**config.mk**
```make
export PLATFORM = sky130hd
export DESIGN_NAME = hgs_ctrl
export DESIGN_NICKNAME = d
export VERILOG_FILES = /design/src/hgs_pkg.sv /design/src/hgs_ctrl.sv
export SDC_FILE = /design/constraint.sdc
export NUM_CORES = 1
export LEC_CHECK = 0
export ABC_AREA = 1
export BUFFER_PORTS_ARGS = -buffer_cell sky130_fd_sc_hd__buf_2
export CORE_UTILIZATION = 50
export CTS_CLUSTER_SIZE = 10
export DETAILED_ROUTE_END_ITERATION = 10
export GPL_TIMING_DRIVEN = 0
export PLACE_DENSITY_LB_ADDON = 0.12
export SYNTH_ARGS = -nofsm -noshare
export SYNTH_HDL_FRONTEND = slang
export SYNTH_SLANG_ARGS = --single-unit
```
**constraint.sdc**
```tcl
create_clock -name clk -period 6.9 [get_ports clk]
set_input_delay 0.345 -clock clk [delete_from_list [all_inputs] [get_ports clk]]
set_output_delay 0.345 -clock clk [all_outputs]
set_load 0.01 [all_outputs]
```
**src/hgs_pkg.sv**
```systemverilog
package hgs_pkg;

  localparam int TABLE_ENTRIES = 64;
  localparam int ADDR_W = $clog2(TABLE_ENTRIES);
  localparam int FILL_W = $clog2(TABLE_ENTRIES + 1);
  localparam int PART_W = 6;
  localparam logic [63:0] HASH_SEED = 64'd88172645463325252;
  localparam logic [ADDR_W-1:0] LAST_SLOT = ADDR_W'(TABLE_ENTRIES - 1);

  typedef enum logic {
    FUNC_INSERT = 1'b0,
    FUNC_DRAIN  = 1'b1
  } func_t;

  typedef enum logic [2:0] {
    ST_IDLE,
    ST_PROBE,
    ST_CHECK,
    ST_SCAN,
    ST_DONE
  } state_t;

  typedef struct packed {
    logic [63:0] key;
    logic [63:0] sum;
  } entry_t;

  typedef struct packed {
    logic valid;
    logic last;
  } emit_t;

  function automatic logic [ADDR_W-1:0] hgs_hash(input logic [63:0] k);
    logic [63:0] r;
    r = HASH_SEED ^ k;
    r = r ^ (r << 13);
    r = r ^ (r >> 7);
    r = r ^ (r << 17);
    return ADDR_W'(r & 64'(TABLE_ENTRIES - 1));
  endfunction

endpackage

```
**src/hgs_ctrl.sv**
```systemverilog
module hgs_ctrl
  import hgs_pkg::*;
(
  input  logic              clk,
  input  logic              rst,
  input  logic              start,
  input  logic              func,
  input  logic [63:0]       key,
  input  logic [63:0]       value,
  output logic              busy,
  output logic              we,
  output logic [ADDR_W-1:0] addr,
  output entry_t            wdata,
  input  entry_t            rdata,
  output emit_t             emit
);

  state_t                   state, state_next;
  logic [ADDR_W-1:0]        idx, idx_next;
  logic [FILL_W-1:0]        fill, fill_next;
  logic [TABLE_ENTRIES-1:0] valid, valid_next;
  logic [TABLE_ENTRIES-1:0] above;
  logic [63:0]              key_q, value_q;
  emit_t                    emit_next;

  always_ff @(posedge clk) begin
    if (rst) begin
      state <= ST_IDLE;
      fill  <= '0;
      valid <= '0;
      emit  <= '0;
    end else begin
      state <= state_next;
      fill  <= fill_next;
      valid <= valid_next;
      emit  <= emit_next;
    end
  end

  always_ff @(posedge clk) begin
    idx <= idx_next;
    if (state == ST_IDLE && start) begin
      key_q   <= key;
      value_q <= value;
    end
  end

  assign above = valid >> idx;
  assign busy  = (state != ST_IDLE);
  assign addr  = idx;

  always_comb begin
    state_next = state;
    idx_next   = idx;
    fill_next  = fill;
    valid_next = valid;
    emit_next  = '0;
    we         = 1'b0;
    wdata      = '{key: key_q, sum: value_q};
    case (state)
      ST_IDLE: begin
        if (start) begin
          if (func_t'(func) == FUNC_DRAIN) begin
            idx_next   = '0;
            state_next = ST_SCAN;
          end else begin
            idx_next   = hgs_hash(key);
            state_next = ST_PROBE;
          end
        end
      end
      ST_PROBE: begin
        if (!valid[idx]) begin
          we              = 1'b1;
          valid_next[idx] = 1'b1;
          fill_next       = fill + FILL_W'(1);
          if (fill == FILL_W'(TABLE_ENTRIES - 1)) begin
            idx_next   = '0;
            state_next = ST_SCAN;
          end else begin
            state_next = ST_IDLE;
          end
        end else begin
          state_next = ST_CHECK;
        end
      end
      ST_CHECK: begin
        if (rdata.key == key_q) begin
          we         = 1'b1;
          wdata.sum  = rdata.sum + value_q;
          state_next = ST_IDLE;
        end else begin
          idx_next   = (idx == LAST_SLOT) ? '0 : idx + ADDR_W'(1);
          state_next = ST_PROBE;
        end
      end
      ST_SCAN: begin
        emit_next.valid = valid[idx];
        emit_next.last  = (above[TABLE_ENTRIES-1:1] == '0);
        if (idx == LAST_SLOT) begin
          valid_next = '0;
          fill_next  = '0;
          state_next = ST_DONE;
        end else begin
          idx_next = idx + ADDR_W'(1);
        end
      end
      ST_DONE: begin
        state_next = ST_IDLE;
      end
      default: begin
        state_next = ST_IDLE;
      end
    endcase
  end

endmodule

```
==> impl_results.md <==
- Status: complete, no violations
- Hold Crit Depth: 1
- Slew @ Worst Pin: 0.969 ns
- Mapped Cells: 2438
- Die W: 183 µm
- RR Endpoint: addr[5]$_DFFE_PP_
- Synth Cell Area: 16300 µm²
- Reg area: 5550 µm²
- DRC: 0
- Critical Path Start Type: register
- Clock sinks: 210
- Hold EP: key_q[41]$_DFFE_PP_
- Syn Nets: 2764
- Cell row count: 65
- Antenna violations before repair: 6
- Setup Viol. Count Final: 0
- Hold wc startpoint: key[41]
- Gr usage total: 0.412
- Metal2 WL: 32400 µm
- P_leak: 0.00940 µW
- Yosys top cell area share: 0.247
- Vias: 19600
- Largest net degree at the start of global routing: 36
- Clock-pin slew on the worst setup and hold paths: 0.07 ns
- Worst reg-to-reg path cell count: 14
- Clk_lat worst skew: 0.58 ns
- Layout fillers: 2777
- Worst R2R Start: addr[0]$_DFFE_PP_
- Final Max Slew Viols: 0
- Worst reg2reg setup slack: 3.63 ns
- Most common cell on crit path: nand3_1
- Post-CTS setup buffer count: 0
- Die Y-Extent: 183 µm
- Worst path top cell family by delay: simple AND/OR/NAND/NOR gates
- Placed cells: 3274
- WS Path Type: reg2out
- Worst hold path class: in2reg
- CTS Root Cell: clkbuf_16
- CTS H-tree depth: 1
- Grt ovf: 0
- Worst path max stage delay: 0.74 ns
- Synth warnings: 0
- Met3 layer wire length in the routed design: 7710 µm
- Period utilization: 0.633
- TritonCTS clock tree: built
- Final setup margin: 2.53 ns
- CTS buffer count: 26
- Cell Chain, Critical Path: xnor2_1 > nand3_1 > nor4_1 > nand2_1 > nor2_1 > nand3_1 > inv_1 > clkbuf_1 > nand3_1 > nand2_1 > buf_2
- Post-synthesis register bit count: 210
- Final Skew: 0.0156 ns
- Total core area: 31800 µm²
- Number of global-route vias before repair: 19100
- Post-Route WL: 70000 µm
- CP max FO: 10
- Detail-routed via count per cell: 5.69
- Clock Path Buffers: 3
- Most frequent cells in the layout: nand2_1, buf_2, inv_1, nor2_1, nand3_1
- Top Layer Used: met5
- Worst VDD drop: 0.000291 V
- Post-synth top area cell: edfxtp_1
- Final setup TNS: 0 ns
- Crit path max-delay cell type: clkbuf_1
- WL per Instance: 20.3 µm
- Min cycle time layout: 4.37 ns
- Largest cells by area after synthesis: edfxtp_1, nand2_1, dfxtp_1, nand3_1, inv_1
- Die Area: 33400 µm²
- Setup WS pre-CTS: 3.29 ns
- Max_slew headroom: 0.354
- RSZ-0062 raised after global routing: false
- Post-Layout Cell Count: 3445
- Avg Inst Size Synth: 6.69 µm²
- Register area share after synthesis: 0.340
- Initial Utilization: 0.513
- Core Util, Final: 0.658
- GP Congestion: 1.00
- DRT antenna net count: 0
- Worst path arrival time: 4.02 ns
- Commonest non-fill, non-tap cell in the layout: nand2_1
- First-pass GRT wire length: 105000 µm
- Count of different cell masters after synthesis: 42
- DP HPWL: 54600 µm
- Critical path buffers and inverters: 3
- Wire length on met1: 26200 µm
- Area Overhead vs Synth: 28.4%
- Final nets: 3316
- Endpoint class of the critical path: output port
- Fin. Hold Viols: 0
- Max-cap violations: 0
- Power Dens Cells: 316 nW/µm²
- Layout cell share with drive strength beyond 1: 0.170
- Port bufs: 397
- Iteration count of the initial detailed-routing pass: 8
- Top Ports: 398
- Multi-input gate area: 9230 µm²
- Crit path required time: 6.55 ns
- Iter 0 DRT Violations: 2049
- Max Fclk: 0.229 GHz
- Hold WS: 0.0209 ns
==> synthesized netlist by cell type <==
library cell	number
a2111oi_0	1
a21boi_0	6
a21o_1	6
a21oi_1	186
a31oi_1	11
and3_1	1
buf_2	39
buf_4	11
buf_6	5
clkbuf_1	23
clkinv_1	1
dfxtp_1	76
edfxtp_1	134
fa_1	1
ha_1	65
inv_1	296
inv_2	2
mux2i_1	6
nand2_1	652
nand2_2	2
nand3_1	257
nand3b_1	9
nand4_1	40
nor2_1	270
nor2_2	1
nor2_4	1
nor3_1	23
nor3_2	1
nor3_4	1
nor4_1	7
o2111ai_1	2
o211ai_1	11
o21a_1	5
o21ai_0	149
o21ai_1	14
o21bai_1	10
o22ai_1	9
o31ai_1	1
or2_1	3
or2_2	16
xnor2_1	67
xor2_1	17
==> through the flow <==
step / area [µm²] / power, µW
2_1_floorplan: 16300 / 3990
3_3_place_gp: 18800 / 5160
3_5_place_dp: 18900 / 5160
4_1_cts: 20900 / 6500
5_1_grt: 20900 / 6980
6_report: 20900 / 6620
==> worst max-delay path by stage <==
stage                                     start               endpoint  slack, ns  cells after the start
after detailed placement    key_q[17]$_DFFE_PP_              wdata[55]       3.29                     11
final                       key_q[17]$_DFFE_PP_              wdata[55]       2.53                     11
after global placement    state[0]$_SDFFE_PP0P_  value_q[60]$_DFFE_PP_      -1.98                      3
after CTS                   key_q[17]$_DFFE_PP_              wdata[55]       2.67                     11
after floorplan           state[1]$_SDFFE_PP0P_     key_q[0]$_DFFE_PP_       0.29                      3
after global routing        key_q[17]$_DFFE_PP_              wdata[55]       2.34                     11
==> final cells by class <==
cell class | count | share of cell area
clock inverter | 6 | 0.00239
multi-input combinational | 1851 | 0.441
inverter | 299 | 0.0536
timing repair buffer | 524 | 0.158
sequential | 210 | 0.265
clock buffer | 38 | 0.0342
antenna | 4 | 0.000478
buffer | 78 | 0.0201
tap | 435 | 0.0260
==> state kept, by name, indices dropped and copies added (netlist names) <==
signal and flops:
key_q 64, emit 2, fill 7, addr 6, value_q 64, state 3
valid 64
==> where the power goes <==
| part | switching, µW | total (µW) | internal, µW |
|---|---|---|---|
| registers | 153 | 1720 | 1560 |
| clock network | 564 | 1280 | 714 |
| logic | 2480 | 3630 | 1150 |
| total | 3190 | 6620 | 3430 |
==> routing by layer <==
metal  vias up  global-route usage
li1       9185                   -
met1      8974               0.497
met2      1190               0.696
met3       245              0.0888
met4         4               0.201
met5         -                   0
==> worst reg2reg max path: stages (launching register included) <==
cell and delay, ns:
edfxtp_1 0.56, inv_2 0.18, nand2_1 0.43, o21ai_0 0.18, nor2_1 0.23, o21ai_0 0.15, nand2_1 0.08, nor2_1 0.04
nor2_1 0.09, nand2_1 0.16, nand2_1 0.14, buf_6 0.17, buf_4 0.19, nand3_1 0.11, inv_1 0.25
==> kinds of logic after synthesis <==
family / count (synthesis) / share of synthesized area
buf+inv: 377 / 0.0946
simple gates: 1284 / 0.331
compound gates: 411 / 0.134
fa+ha+maj: 66 / 0.0511
flops: 210 / 0.340
mux: 6 / 0.00368
xor+xnor: 84 / 0.0451
==> timing repair <==
item	in CTS	in global routing
gates resized for setup	0	0
endpoints found under the hold margin	123	0
hold buffers	123	0
Power figures use the tool's default switching activity.
